File: config.mk
export PLATFORM = sky130hd
export DESIGN_NAME = pitch_glide_to_fm_keycode_top
export DESIGN_NICKNAME = d
export VERILOG_FILES = /design/src/hdl/pgfk_pkg.sv /design/src/hdl/pitch_glide_to_fm_keycode_top.sv /design/src/hdl/pgfk_keymap.sv
export SDC_FILE = /design/constraint.sdc
export NUM_CORES = 1
export LEC_CHECK = 0
export ABC_CLOCK_PERIOD_IN_PS = 24100
export BUFFER_PORTS_ARGS = -buffer_cell sky130_fd_sc_hd__buf_4
export CAP_MARGIN = 20
export CORE_MARGIN = 2
export CORE_UTILIZATION = 60
export DETAILED_ROUTE_END_ITERATION = 12
export PLACE_DENSITY_LB_ADDON = 0.15
export SYNTH_ARGS = -nofsm -noshare
export SYNTH_HDL_FRONTEND = slang
export SYNTH_SLANG_ARGS = --single-unit
File: constraint.sdc
create_clock -name clk -period 24.1 [get_ports clk]
set_clock_uncertainty 0.05 [all_clocks]
set_input_delay 4.82 -clock clk [delete_from_list [all_inputs] [get_ports clk]]
set_output_delay 4.82 -clock clk [all_outputs]
set_load 0.1 [all_outputs]
File: src/hdl/pgfk_pkg.sv
package pgfk_pkg;

	// Field widths
	localparam int unsigned PITCH_W    = 13;
	localparam int unsigned STEP_W     = 8;
	localparam int unsigned ADJ_W      = 13;
	localparam int unsigned KEY_W      = 7;
	localparam int unsigned FRAC_W     = 8;
	localparam int unsigned IDX_W      = 7;
	localparam int unsigned PNUM_W     = 15;
	localparam int unsigned IN_DATA_W  = 24;
	localparam int unsigned OUT_DATA_W = 16;

	// Pitch-to-note constants
	localparam int unsigned NOTE_TABLE_DEPTH = 96;
	localparam int unsigned NOTE_OFFSET      = 64;
	localparam logic [FRAC_W-1:0] FRACTION_MAX = 8'hFC;

	typedef logic [PITCH_W-1:0] pitch_t;
	typedef logic [STEP_W-1:0]  step_t;
	typedef logic signed [ADJ_W-1:0] adjust_t;
	typedef logic [IDX_W-1:0]   note_idx_t;

	typedef struct packed {
		logic [FRAC_W-1:0] key_fraction;
		logic [KEY_W-1:0]  key_code;
	} key_t;

	// Key code skips every fourth value: idx + idx/3.
	// idx/3 as (idx * 43) >> 7, exact for idx below 128.
	function automatic logic [KEY_W-1:0] key_code_of(input note_idx_t idx);
		logic [IDX_W+5:0] prod;
		logic [KEY_W-1:0] third;
		prod  = {6'd0, idx} * 13'd43;
		third = {1'b0, prod[IDX_W+5:7]};
		return idx + third;
	endfunction

endpackage

File: src/hdl/pitch_glide_to_fm_keycode_top.sv
// Channel   | Ports                     | Contents (lowest bit up)
// ----------+---------------------------+-----------------------------------------
// input     | s_axis_tvalid/tready/tdata | goal_pitch[12:0], glide_step[20:13]
// result    | m_axis_tvalid/tready/tdata | key_code[6:0], key_fraction[14:7]
// config    | cfg_valid/cfg_ready/cfg_data | clock_adjust (signed, 13 bits)
//
// One item per cycle sustained while the result is not stalled.
// The glide update of the current pitch and the key mapping sit between the input
// register and the result register; the current pitch register closes the item loop.
// arst_n clears the valids, the current pitch and clock_adjust.
// A stalled result holds while the input register still takes one more item.
module pitch_glide_to_fm_keycode_top (
	input  logic        clk,
	input  logic        arst_n,
	input  logic        s_axis_tvalid,
	output logic        s_axis_tready,
	input  logic [23:0] s_axis_tdata,   // goal_pitch[12:0], glide_step[20:13], zero pad
	output logic        m_axis_tvalid,
	input  logic        m_axis_tready,
	output logic [15:0] m_axis_tdata,   // key_code[6:0], key_fraction[14:7], zero pad
	input  logic        cfg_valid,
	output logic        cfg_ready,
	input  logic [12:0] cfg_data        // clock_adjust
);

	logic                 in_v_s1;
	pgfk_pkg::pitch_t     tgt_s1;
	pgfk_pkg::step_t      step_s1;
	logic                 out_v_s2;
	pgfk_pkg::key_t       key_s2;
	pgfk_pkg::pitch_t     cur_pitch_q;
	pgfk_pkg::adjust_t    clock_adjust_q;
	pgfk_pkg::pitch_t     nxt_pitch;
	pgfk_pkg::key_t       key_nxt;
	logic [pgfk_pkg::PITCH_W:0] sum;
	logic [pgfk_pkg::PITCH_W:0] diff;
	logic [pgfk_pkg::PITCH_W:0] tgt_ext;
	logic                 adv_s1;

	// Handshake
	assign adv_s1        = in_v_s1 && (!out_v_s2 || m_axis_tready);
	assign s_axis_tready = !in_v_s1 || adv_s1;
	assign cfg_ready     = 1'b1;
	assign m_axis_tvalid = out_v_s2;
	assign m_axis_tdata  = {1'b0, key_s2};

	// Config register
	always_ff @(posedge clk or negedge arst_n) begin
		if (!arst_n) begin
			clock_adjust_q <= '0;
		end else if (cfg_valid && cfg_ready) begin
			clock_adjust_q <= cfg_data;
		end
	end

	// Input register
	always_ff @(posedge clk or negedge arst_n) begin
		if (!arst_n) begin
			in_v_s1 <= 1'b0;
		end else if (s_axis_tready) begin
			in_v_s1 <= s_axis_tvalid;
		end
	end

	always_ff @(posedge clk) begin
		if (s_axis_tready && s_axis_tvalid) begin
			tgt_s1  <= s_axis_tdata[12:0];
			step_s1 <= s_axis_tdata[20:13];
		end
	end

	// Glide toward target, stop on it; zero step jumps
	always_comb begin
		sum     = {1'b0, cur_pitch_q} + {6'd0, step_s1};
		diff    = {1'b0, cur_pitch_q} - {6'd0, step_s1};
		tgt_ext = {1'b0, tgt_s1};
		if (step_s1 == '0) begin
			nxt_pitch = tgt_s1;
		end else if (cur_pitch_q < tgt_s1) begin
			nxt_pitch = (sum > tgt_ext) ? tgt_s1 : sum[pgfk_pkg::PITCH_W-1:0];
		end else if (cur_pitch_q > tgt_s1) begin
			nxt_pitch = (diff[pgfk_pkg::PITCH_W] || diff < tgt_ext) ? tgt_s1
				: diff[pgfk_pkg::PITCH_W-1:0];
		end else begin
			nxt_pitch = cur_pitch_q;
		end
	end

	pgfk_keymap u_keymap (
		.pitch        (nxt_pitch),
		.clock_adjust (clock_adjust_q),
		.key          (key_nxt)
	);

	// Advance current pitch and result register
	always_ff @(posedge clk or negedge arst_n) begin
		if (!arst_n) begin
			cur_pitch_q <= '0;
			out_v_s2    <= 1'b0;
		end else begin
			if (adv_s1) begin
				cur_pitch_q <= nxt_pitch;
				out_v_s2    <= 1'b1;
			end else if (m_axis_tready) begin
				out_v_s2    <= 1'b0;
			end
		end
	end

	always_ff @(posedge clk) begin
		if (adv_s1) begin
			key_s2 <= key_nxt;
		end
	end

endmodule

File: src/hdl/pgfk_keymap.sv
module pgfk_keymap (
	input  pgfk_pkg::pitch_t  pitch,
	input  pgfk_pkg::adjust_t clock_adjust,
	output pgfk_pkg::key_t    key
);

	logic signed [pgfk_pkg::PNUM_W-1:0] pnum;
	logic [pgfk_pkg::PNUM_W-2:0]        pos;
	logic [7:0]                         idx_raw;
	pgfk_pkg::note_idx_t                idx;
	logic [pgfk_pkg::FRAC_W-1:0]        frac;

	// Offset pitch by clock adjust and note base, floor at zero
	always_comb begin
		pnum = $signed({2'b00, pitch}) + $signed({{2{clock_adjust[pgfk_pkg::ADJ_W-1]}},
			clock_adjust}) - $signed(15'(pgfk_pkg::NOTE_OFFSET));
		pos  = pnum[pgfk_pkg::PNUM_W-1] ? '0 : pnum[pgfk_pkg::PNUM_W-2:0];
	end

	// Split into note index and fraction, clamp index to table depth
	always_comb begin
		idx_raw = pos[13:6];
		if (idx_raw >= 8'(pgfk_pkg::NOTE_TABLE_DEPTH)) begin
			idx  = 7'(pgfk_pkg::NOTE_TABLE_DEPTH - 1);
			frac = pgfk_pkg::FRACTION_MAX;
		end else begin
			idx  = idx_raw[6:0];
			frac = {pos[5:0], 2'b00};
		end
		key.key_code     = pgfk_pkg::key_code_of(idx);
		key.key_fraction = frac;
	end

endmodule

Yosys cells after proc, flatten, opt, wreduce, memory -nomap -nowiden
Index checks and enable logic that the tools add are counted.

word-level totals
  flip-flop bits (word level) = 64
  logic and storage cells = 38
  input bits = 42
  memories = 0
  ROM bits = 0
  bits in writable memories = 0
  bits in latches = 0

operators by class
  $add $sub $neg = 5
  multiply operators = 1
  divide/modulo/power cells = 0
  shift-type cells = 0
  multiplexer cells = 9
  eq/ne operators = 0
  order comparisons = 5
  reduce and logical (&&, ||, !) cells = 9
  bitwise gates (word level) = 0

operator list
  operator                                                                count
  13-bit two-way mux                                                      5
  14-bit by 13-bit adder with 15-bit output                               1
  15-bit by 8-bit subtractor with 15-bit output (second input constant)   1
  13-bit by 8-bit adder with 14-bit output                                1
  14-bit by 13-bit > comparator with 1-bit output                         1
  14-bit by 13-bit less-than comparator with 1-bit output                 1
  14-bit two-way mux                                                      1
  13-bit by 8-bit subtractor with 14-bit output                           1
  13-bit > comparator                                                     1
  13-bit less-than comparator                                             1
  7-bit by 6-bit multiplier with 13-bit output (second input constant)    1
  8-bit by 7-bit >= comparator with 1-bit output (second input constant)  1
  8-bit logical NOT                                                       1
  7-bit by 6-bit adder with 7-bit output                                  1
  7-bit two-way mux                                                       1
  1-bit logical OR                                                        3
  1-bit logical AND                                                       2
  1-bit logical NOT                                                       2
  1-bit two-way mux                                                       2
  2-bit nonzero test                                                      1

Logic depth before layout (Yosys ltp)
Gate-level depths: netlist of run 1.

  depth after elaboration = 14
  gate-level depth with buffers = 54
  gate-level depth less buffers = 52

Hierarchy
From an unflattened synthesis of run 1, not the netlist that was laid out.

second synthesis, totals
  cell total of the unflattened synthesis = 748
  area total of the unflattened synthesis = 6790.3 um^2

by module, submodules not included
  module                         area an instance (um^2)  cells each  sequential area each (um^2)  times used
  pitch_glide_to_fm_keycode_top  4683.2                   477         1781.7                       1
  pgfk_keymap                    2107.0                   271         0.0                          1

Least setup slack after synthesis of run 1
Ideal clock, no wire load.

  path kind = input port to output port
  start point = in m_axis_tready
  end point = out s_axis_tready
  path slack = 13.588 ns
  path buffers = 0
  required time = 19.230 ns
  arrival time = 5.642 ns
  stages = 1
  cell sequence = nand3b_1

between the ends
  longest elaborated chain between the ends = 3

ends and longest elaborated chain
  item                RTL line                             RTL
  start: declaration  pitch_glide_to_fm_keycode_top.sv:19  input logic m_axis_tready,
  1-bit logical OR    pitch_glide_to_fm_keycode_top.sv:41  assign adv_s1 = in_v_s1 && (!out_v_s2 || m_axis_tready);
  1-bit logical AND   pitch_glide_to_fm_keycode_top.sv:41
  1-bit logical OR    pitch_glide_to_fm_keycode_top.sv:42  assign s_axis_tready = !in_v_s1 || adv_s1;
  end: declaration    pitch_glide_to_fm_keycode_top.sv:16  output logic s_axis_tready,

Every way passes these cells.

==> summary.log, run 1 <==
INFO  status         status=finished clean
INFO  grt            maximum_number_of_pins_on_one_net_before_global_route_repair=29
INFO  min_path       min_path_type=flop to flop
INFO  synth          total_number_of_yosys_warnings=0
INFO  final_layout   layout_nets=921
INFO  routing        drt-initial-drc-count=253
INFO  min_path       hold-path-cell-count=1
INFO  grt            first_global_vias=5365
INFO  sta            final_hold_vio_count=0
INFO  clock_network  post_cts.repair.setup_buffers=0
INFO  sta            setup_viol_count_final=0
INFO  clock_network  tritoncts_num_sinks=62
INFO  routing        routed_vias_inst=5.99
INFO  die            die_height=109um
INFO  final_layout   multiInputGateArea=4330um^2
INFO  sta            post-route-period-util=0.509
INFO  run            cap_violations=0
INFO  routing        drc=0
INFO  final_layout   final_layout_size_suffix_gt1_frac=0.138
INFO  grt            grt.overflow.total=0
INFO  setup_path     r2r-end=m_axis_tdata[6]
INFO  clock_network  cts_hold_buffers=0
INFO  place          detailed_place_hpwl=12700um
INFO  die            initial_utilization=0.611
INFO  synth          yosys_most_used_dff=edfxtp_1
INFO  setup_path     reg2reg_depth=52
INFO  routing        ant_nets=0
INFO  clock_network  cts-htree-levels=3
INFO  clock_network  clk_path_buf_depth=2
INFO  final_layout   antennaDiodeCount=0
INFO  synth          post_synthesis_cell_area=6560um^2
INFO  final_layout   area.sequential=1720um^2
INFO  synth          async_flop_share=0.452
INFO  grt            global_route.usage.total=0.280
INFO  clock_network  cts_root_buffer=clkbuf_8
INFO  synth          gate_count_of_the_mapped_netlist=717
INFO  final_layout   mostFrequentLayoutCells=ha_1, inv_1, nor2_1, buf_4, a21oi_1
INFO  sta            achievable-frequency=81.5MHz
INFO  synth          synth_seq_cells=62
INFO  setup_path     critical_path.endpoint_type=flop
INFO  synth          netlist.top_cell.by_area=ha_1
INFO  sta            tns=0ps
INFO  setup_path     worst-setup-path-type=flop to flop
INFO  min_path       hold_start=in_v_s1
INFO  final_layout   flow.area_growth_from_synthesis=9.97%
INFO  synth          synth-edff-count=34
INFO  setup_path     crit_path_max_fanout=16
INFO  synth          netlist-cell-type-count=83
INFO  clock_network  numCtsBuffers=9
INFO  setup_path     worst-r2r-setup-slack=11830ps
INFO  sta            worst_slew_pin_slew=1070ps
INFO  setup_path     worstPathRequired=24150ps
INFO  sta            timing.slew.headroom=0.285
INFO  routing        detail_route.wl_per_cell=17.5um
INFO  sta            final_period_demand_of_the_worst_path=12270ps
INFO  place          gp_routability_congestion=0.917
INFO  routing        route.vias.total=5382
INFO  routing        route.final.wire_length=15700um
INFO  grt            antenna_found_initial=0
INFO  setup_path     cp.arrival=12310ps
INFO  place          io_buffer_count=53
INFO  setup_path     worst_setup_path_start_kind=flop
INFO  die            num_rows=38
INFO  min_path       hold_path_end=m_axis_tvalid
INFO  clock_network  tritoncts=done
INFO  routing        drtPass1Iterations=4
INFO  die            die_width=109um
INFO  die            pin_count=61
INFO  die            area_enclosed_by_the_die_boundary=11800um^2
INFO  setup_path     critical-path-slowest-cell=nor3_1
INFO  grt            wire_length_of_the_first_global_routing_pass=25500um
INFO  final_layout   final.fill_count=895
INFO  sta            final_max_slew_viol_count=0
INFO  synth          synth_sequential_area_ratio=0.262
INFO  clock_network  clk_transition_reported_paths=70ps
INFO  final_layout   most_common_cell_after_layout_fill_and_taps_aside=ha_1
INFO  sta            grt_setup_unrepaired=false
INFO  setup_path     regToRegStartpoint=cur_pitch_q[0]
INFO  synth          area_share_of_the_largest_cell_type_after_synthesis=0.217
INFO  die            placeableCoreArea=10700um^2
INFO  synth          synthesis.area_per_instance=9.15um^2
INFO  clock_network  post_cts_resize_count=0
INFO  synth          post_synth_main_area_contributors=ha_1, edfxtp_1, dfrtp_1
INFO  setup_path     critPathMaxStageDelay=620ps
INFO  clock_network  clock_insertion_delay_worst_skew=370ps
-- cell usage after synthesis, drive strengths merged, types with 6 or more instances --
cell type  instances
a31oi              8
nand4              9
or3                7
nand3             14
a21o              16
clkbuf            14
xnor2             26
o22ai              7
fa                11
nand2b            10
o21bai             6
o21a               8
o31ai              6
mux2              15
a211oi             7
o21ai             30
ha               114
a21oi             46
nor3               7
xor2              14
edfxtp            34
inv               95
nor2              56
nand2             38
dfrtp             28
buf               15
-- layout make-up --
cell class / count / area share
clock buffer: 11 / 0.0212
tap: 140 / 0.0243
timing repair buffer: 53 / 0.0551
multi-input combinational: 533 / 0.600
inverter: 95 / 0.0498
clock inverter: 5 / 0.0109
sequential: 62 / 0.239
-- through the flow --
| stage | util | hold WS, ps | cells | setup slack, ps | cell area [um^2] |
|---|---|---|---|---|---|
| 2_1_floorplan | - | 407 | 719 | 13590 | 6570 |
| 3_3_place_gp | 0.650 | 421 | 883 | 12280 | 6990 |
| 3_5_place_dp | 0.650 | 440 | 883 | 11990 | 6990 |
| 4_1_cts | 0.672 | 469 | 899 | 11920 | 7220 |
| 5_1_grt | 0.672 | 495 | 899 | 11070 | 7220 |
| 6_report | 0.672 | 465 | 899 | 11830 | 7220 |
-- worst max path at each step --
stage	startpoint	end	slack, ps	cells after the start
6_report	cur_pitch_q[0]	m_axis_tdata[6]	11830	52
3_3_place_gp	cur_pitch_q[2]	m_axis_tdata[6]	12280	50
3_5_place_dp	cur_pitch_q[0]	m_axis_tdata[6]	11990	52
2_1_floorplan	m_axis_tready	s_axis_tready	13590	1
5_1_grt	cur_pitch_q[0]	m_axis_tdata[6]	11070	52
4_1_cts	cur_pitch_q[0]	m_axis_tdata[6]	11920	52
-- critical path, delay by kind of cell, from the launching register on --
family / cells / cell delay [ps]
compound gates: 24 / 4920
xor+xnor: 3 / 560
simple gates: 9 / 2130
flops: 1 / 380
fa+ha+maj: 10 / 3480
buf+inv: 6 / 480
-- sequential cells by signal, summed over array words and instances, names as in the netlist --
name            cells
cur_pitch_q        13
clock_adjust_q     13
m_axis_tvalid       1
in_v_s1             1
m_axis_tdata       13
step_s1             8
tgt_s1             13
-- metal layers --
metal	up-vias	routed length (um)	global-route usage
met3	34	741	0.0482
met2	147	7950	0.497
met5	-	0	0
met1	2569	6580	0.339
met4	0	413	0.106
li1	2632	-	-
-- cells by family (layout without fill, tap and decap cells) --
family | count (synthesis) | after routing | share of synthesized area
mux | 17 | 17 | 0.0288
buf+inv | 124 | 164 | 0.0787
simple gates | 163 | 163 | 0.119
compound gates | 184 | 184 | 0.206
other cells | 2 | 4 | 0.00114
fa+ha+maj | 125 | 125 | 0.251
flops | 62 | 62 | 0.262
xor+xnor | 40 | 40 | 0.0534
Power of run 1 is not shown: default switching activity piles up to over one toggle a cycle in this logic, so the estimate is an artifact.
==> run 2, diff against run 1 <==
ABC_CLOCK_PERIOD_IN_PS = 10550   (was 24100)
CORE_UTILIZATION = 56   (was 60)
clock period = 10.55 ns   (was 24.1 ns; I/O delays follow)
==> run 2 against run 1 <==
Against the previous run:
- die area is 6.9% higher
- cell count is 17% higher
- non-clock buffer count is 150 higher
- utilization is 13 points higher
- critical path type unchanged
- largest cell class unchanged
==> summary.log, run 2 (synthesis results as in run 1) <==
INFO  setup_path     worstPathRequired=10590ps [-13560 ps]
INFO  die            pin_count=61 [unchanged]
INFO  min_path       min_path_type=flop to flop
INFO  clock_network  clk_path_buf_depth=2 [unchanged]
INFO  die            die_width=112um [+3.4%]
INFO  sta            tns=0ps [unchanged]
INFO  die            initial_utilization=0.575 [-0.0360]
INFO  routing        route.vias.total=6222 [+16%]
INFO  clock_network  clock_insertion_delay_worst_skew=340ps [-30 ps]
INFO  die            placeableCoreArea=11400um^2 [+6.3%]
INFO  setup_path     cp.arrival=10570ps [-1740 ps]
INFO  clock_network  clk_transition_reported_paths=60ps [about the same]
INFO  sta            whs=457ps [-8.18 ps]
INFO  sta            timing.slew.headroom=0.412 [+0.127]
INFO  final_layout   most_common_cell_after_layout_fill_and_taps_aside=buf_4
INFO  final_layout   final_layout_size_suffix_gt1_frac=0.402 [+0.263]
INFO  routing        ant_nets=0 [unchanged]
INFO  setup_path     critical-path-slowest-cell=fa_1
INFO  sta            final_hold_vio_count=0 [unchanged]
INFO  clock_network  tritoncts_num_sinks=62 [unchanged]
INFO  routing        drtPass1Iterations=5 [+1]
INFO  setup_path     critical_path.endpoint_type=flop
INFO  sta            final_critical_path_setup_slack=17.4ps [-11810 ps]
INFO  routing        drt-initial-drc-count=486 [+92%]
INFO  setup_path     critPathMaxStageDelay=500ps [-120 ps]
INFO  status         status=finished clean
INFO  setup_path     worst-r2r-setup-slack=20ps [-11810 ps]
INFO  clock_network  cts_hold_buffers=0 [unchanged]
INFO  clock_network  tritoncts=done
INFO  final_layout   antennaDiodeCount=0 [unchanged]
INFO  clock_network  cts_root_buffer=clkbuf_16
INFO  clock_network  cts-htree-levels=3 [unchanged]
INFO  sta            setup_viol_count_final=0 [unchanged]
INFO  place          gp_routability_congestion=0.934 [+1.9%]
INFO  die            area_enclosed_by_the_die_boundary=12600um^2 [+6.9%]
INFO  sta            final_period_demand_of_the_worst_path=10530ps [-1740 ps]
INFO  grt            grt.overflow.total=0 [unchanged]
INFO  grt            global_route.usage.total=0.291 [+0.0101]
INFO  routing        routed_vias_inst=5.91 [-1.2%]
INFO  final_layout   layout_nets=1071 [+16%]
INFO  run            cap_violations=0 [unchanged]
INFO  setup_path     worst-setup-path-type=flop to flop
INFO  place          io_buffer_count=53 [unchanged]
INFO  routing        detail_route.wl_per_cell=19.1um [+9.5%]
INFO  die            die_height=112um [+3.4%]
INFO  final_layout   flow.area_growth_from_synthesis=39.8%
INFO  sta            achievable-frequency=94.9MHz [+16%]
INFO  sta            grt_setup_unrepaired=true
INFO  sta            final_max_slew_viol_count=0 [unchanged]
INFO  clock_network  numCtsBuffers=9 [unchanged]
INFO  place          detailed_place_hpwl=14200um [+12%]
INFO  grt            wire_length_of_the_first_global_routing_pass=29400um [+16%]
INFO  grt            first_global_vias=6066 [+13%]
INFO  final_layout   mostFrequentLayoutCells=buf_4, ha_1, inv_1, nor2_1, edfxtp_1
INFO  sta            worst_slew_pin_slew=881ps [-191 ps]
INFO  die            num_rows=39 [+2.6%]
INFO  sta            post-route-period-util=0.998 [+0.489]
INFO  setup_path     crit_path_max_fanout=6 [-10]
INFO  setup_path     worst_setup_path_start_kind=flop
INFO  grt            maximum_number_of_pins_on_one_net_before_global_route_repair=29 [unchanged]
INFO  routing        drc=0 [unchanged]
INFO  grt            antenna_found_initial=0 [unchanged]
INFO  place          dp_slack=-471ps [-12460 ps]
INFO  routing        route.final.wire_length=20100um [+28%]
## run 2: cell count changes in the layout (fill, tap and decap cells not counted), moves of 9 or more
| cell | previous run | this run |
|---|---|---|
| buf_4 | 53 | 193 |
| a21oi_1 | 44 | 28 |
| ha_1 | 114 | 99 |
| a21oi_2 | 1 | 15 |
| ha_4 | 0 | 12 |
| o21ai_0 | 26 | 16 |
| buf_6 | 0 | 9 |
| nor2_1 | 55 | 46 |
## run 2: stage by stage
step / instances / area, um^2 / utilization
after global routing: 1052 / 9180 / 0.804
after floorplan: 719 / 6570 / -
after CTS: 1028 / 8360 / 0.732
after detailed placement: 1000 / 7850 / 0.687
final: 1052 / 9180 / 0.804
after global placement: 1000 / 7850 / 0.687
## run 2: worst paths after layout
path	from	to	cells past startpoint
max	step_s1[0]	m_axis_tdata[4]	52
min	in_v_s1	m_axis_tvalid	1
max reg2reg	step_s1[0]	m_axis_tdata[4]	52
min reg2reg	in_v_s1	m_axis_tvalid	1
max in group asynchronous	arst_n	cur_pitch_q[1]	1
min in group asynchronous	arst_n	clock_adjust_q[12]	1
## run 2: worst max-delay path: cells and delay by family (launching register included)
| kind | cells | cell delay (ps) |
|---|---|---|
| flops | 1 | 390 |
| xor+xnor | 3 | 530 |
| fa+ha+maj | 10 | 3170 |
| buf+inv | 10 | 920 |
| simple gates | 8 | 680 |
| compound gates | 21 | 4510 |
## run 2: layer usage
metal	up-vias	global-route usage	wire length (um)
met5	-	0	0
met4	0	0.0902	447
met3	34	0.0373	902
met2	205	0.519	10500
met1	3057	0.366	8300
li1	2926	-	-
## run 2: what timing repair did
item | CTS | global route
setup endpoints to repair | 6 | 6
pin swaps | 22 | 87
buffers inserted | 12 | 25
gates resized for setup | 34 | 124
hold endpoints to repair | 0 | 0
## run 2: cell type report
type                       count  area [um^2]
clock inverter                 6         61.3
multi-input combinational    533         5040
inverter                      95          359
timing repair buffer         203         1580
sequential                    62         1720
clock buffer                  10          239
tap                          143          179
fill                         715         2240
Power of run 2 is left out for the same reason.
==> run 3, diff against run 2 <==
ABC_CLOCK_PERIOD_IN_PS = 10200   (was 10550)
CELL_PAD_IN_SITES_DETAIL_PLACEMENT = 0   (was not set)
CELL_PAD_IN_SITES_GLOBAL_PLACEMENT = 1   (was not set)
CORE_UTILIZATION = 47   (was 56)
clock period = 10.2 ns   (was 10.55 ns; I/O delays follow)
==> run 3 against run 2 <==
Against the previous run:
- the flow now finishes with violations (negative setup slack)
- sequential share of layout area fell by 2.3 points
- via count rose by 7.0%
- register-to-register slack got worse by 500 ps
- worst hold slack improved by 1.2 ps
- first-iteration DRC count fell by 13%
- die area rose by 18%
- global-route usage fell by 0.31 points
- count of clock-buffer cells in the layout fell by 1
- fmax fell by 1.4%
- cell area rose by 14%
- routed wire length rose by 17%
- critical path type unchanged
- critical endpoint is now m_axis_tdata[6]
==> summary.log, run 3 (synthesis results as in run 1) <==
INFO  routing        drt-initial-drc-count=425 [-13%]
INFO  grt            global_route.usage.total=0.287 [-0.00313]
INFO  sta            final_critical_path_setup_slack=-479ps [-496 ps]
INFO  routing        drc=0 [unchanged]
INFO  clock_network  cts_hold_buffers=0 [unchanged]
INFO  setup_path     worst-setup-path-type=flop to flop
INFO  sta            worst_slew_pin_slew=925ps [+43.8 ps]
INFO  setup_path     r2r-end=m_axis_tdata[6]
INFO  place          placedCellCount=1069 [+6.9%]
INFO  clock_network  clk_path_buf_depth=2 [unchanged]
INFO  clock_network  tritoncts=done
INFO  final_layout   count_of_placed_standard_cells_in_the_final_layout_fillers_left_out=1194 [+13%]
INFO  status         status=complete, but fails checks
INFO  setup_path     worst_path_most_repeated_cell=a21oi_2
INFO  grt            antenna_found_initial=0 [unchanged]
INFO  routing        drtPass1Iterations=5 [unchanged]
INFO  routing        route.vias.total=6657 [+7.0%]
INFO  grt            first_global_vias=6703 [+11%]
INFO  grt            grt.overflow.total=0 [unchanged]
INFO  setup_path     critical-path-slowest-cell=fa_1
INFO  grt            wire_length_of_the_first_global_routing_pass=33100um [+13%]
INFO  setup_path     cp.arrival=10720ps [+150 ps]
INFO  setup_path     worst_setup_path_start_kind=flop
INFO  status         violations=negative setup slack
INFO  place          dpl-instance-area=8140um^2 [+3.8%]
INFO  run            cap_violations=0 [unchanged]
INFO  routing        routed_vias_inst=5.58 [-5.7%]
INFO  die            initial_utilization=0.476 [-0.0983]
INFO  place          io_buffer_count=53 [unchanged]
INFO  setup_path     critPathMaxStageDelay=550ps [+50 ps]
INFO  sta            final_max_slew_viol_count=0 [unchanged]
INFO  setup_path     reg2reg_depth=54 [+3.8%]
INFO  routing        detail_route.wl_per_cell=19.7um [+3.1%]
INFO  clock_network  numCtsBuffers=9 [unchanged]
INFO  setup_path     worst-r2r-setup-slack=-480ps [-500 ps]
INFO  grt            maximum_number_of_pins_on_one_net_before_global_route_repair=29 [unchanged]
INFO  setup_path     critical_path.endpoint=m_axis_tdata[6]
INFO  min_path       hold-path-cell-count=1 [unchanged]
INFO  final_layout   mostFrequentLayoutCells=buf_4, ha_1, inv_1, nor2_1, edfxtp_1
INFO  sta            timing.slew.headroom=0.383 [-0.0292]
INFO  setup_path     critical_path.endpoint_type=flop
INFO  grt            global_route.usage.met1=0.331 [-0.0356]
INFO  clock_network  clk_transition_reported_paths=60ps [about the same]
INFO  setup_path     crit_path_max_fanout=3 [-3]
INFO  sta            setup_viol_count_final=6 [+6]
INFO  die            die_width=122um [+8.8%]
INFO  final_layout   flow.area_growth_from_synthesis=59.1%
INFO  clock_network  clock_insertion_delay_worst_skew=350ps [about the same]
INFO  final_layout   final_area=10400um^2 [+14%]
INFO  place          detailed_place_hpwl=14600um [+3.2%]
INFO  min_path       min_path_type=flop to flop
INFO  sta            grt_setup_unrepaired=true
INFO  place          dp_slack=-1060ps [-587 ps]
INFO  grt            grt_util_met3=0.0360 [-0.00121]
INFO  routing        ant_nets=0 [unchanged]
INFO  clock_network  cts-htree-levels=3 [unchanged]
INFO  final_layout   finish.utilization=0.758 [-0.0455]
INFO  sta            final_hold_vio_count=0 [unchanged]
INFO  final_layout   most_common_cell_after_layout_fill_and_taps_aside=buf_4
INFO  sta            achievable-frequency=93.6MHz [-1.4%]
INFO  sta            post-route-period-util=1.05 [+0.0486]
INFO  grt            groute.layer.met2.usage=0.536 [+0.0163]
INFO  die            die_height=122um [+8.8%]
INFO  grt            busiest_layer=met2
INFO  final_layout   final_layout_size_suffix_gt1_frac=0.488 [+0.0866]
INFO  die            pin_count=61 [unchanged]
INFO  clock_network  cts_root_buffer=clkbuf_16
INFO  final_layout   antennaDiodeCount=0 [unchanged]
INFO  routing        route.final.wire_length=23500um [+17%]
INFO  final_layout   layout_nets=1176 [+9.8%]
INFO  die            area_enclosed_by_the_die_boundary=14900um^2 [+18%]
INFO  clock_network  tritoncts_num_sinks=62 [unchanged]
INFO  setup_path     worstPathRequired=10240ps [-350 ps]
INFO  die            placeableCoreArea=13800um^2 [+21%]
INFO  place          gp_routability_congestion=0.946 [+1.3%]
INFO  setup_path     critPathLaunch=cur_pitch_q[0]
INFO  die            num_rows=43 [+10%]
INFO  sta            final_period_demand_of_the_worst_path=10680ps [+146 ps]
INFO  setup_path     regToRegStartpoint=cur_pitch_q[0]
run 3: worst min-delay path by stage:
stage                     slack [ps]     from            end
after floorplan                  410  in_v_s1  m_axis_tvalid
after global placement           420  in_v_s1  m_axis_tvalid
after detailed placement         450  in_v_s1  m_axis_tvalid
after CTS                        460  in_v_s1  m_axis_tvalid
after global routing             470  in_v_s1  m_axis_tvalid
final                            460  in_v_s1  m_axis_tvalid
run 3: area by class of cell:
cell class / instances / area (um^2)
Tap cell: 180 / 225
Timing Repair Buffer: 308 / 2430
Multi-Input combinational cell: 533 / 5360
Inverter: 95 / 362
Fill cell: 953 / 3330
Clock buffer: 9 / 225
Sequential cell: 62 / 1720
Clock inverter: 7 / 121
run 3: critical path: cells and delay by family (launching register included):
| family | cells | cell delay, ps |
|---|---|---|
| XOR/XNOR | 2 | 290 |
| AND/OR/NAND/NOR | 11 | 1540 |
| flip-flops | 1 | 420 |
| AO/OA/AOI/OAI | 22 | 4040 |
| adder cells (fa/ha/maj) | 10 | 3060 |
| buffers and inverters | 9 | 1010 |
run 3: routing by layer:
layer  vias to the layer above  wire length [um]  part of all wire
li1                       3144                 -                 -
met1                      3234              9320              0.40
met2                       202             12400              0.53
met3                        77               730             0.031
met4                         0              1110             0.047
met5                         -                 0                 0
run 3: through the flow:
stage	TNS (ps)	hold slack, ps
after floorplan	0	407
after global placement	-4020	415
after detailed placement	-5050	449
after CTS	-136	458
after global routing	-3450	475
final	-1840	458
run 3: timing repair:
action                                  in CTS  in global routing
setup buffers                               68                 45
pin swaps                                   72                 77
endpoints found under the setup margin       6                  6
resized for setup                          105                117
Power of run 3 is left out for the same reason.
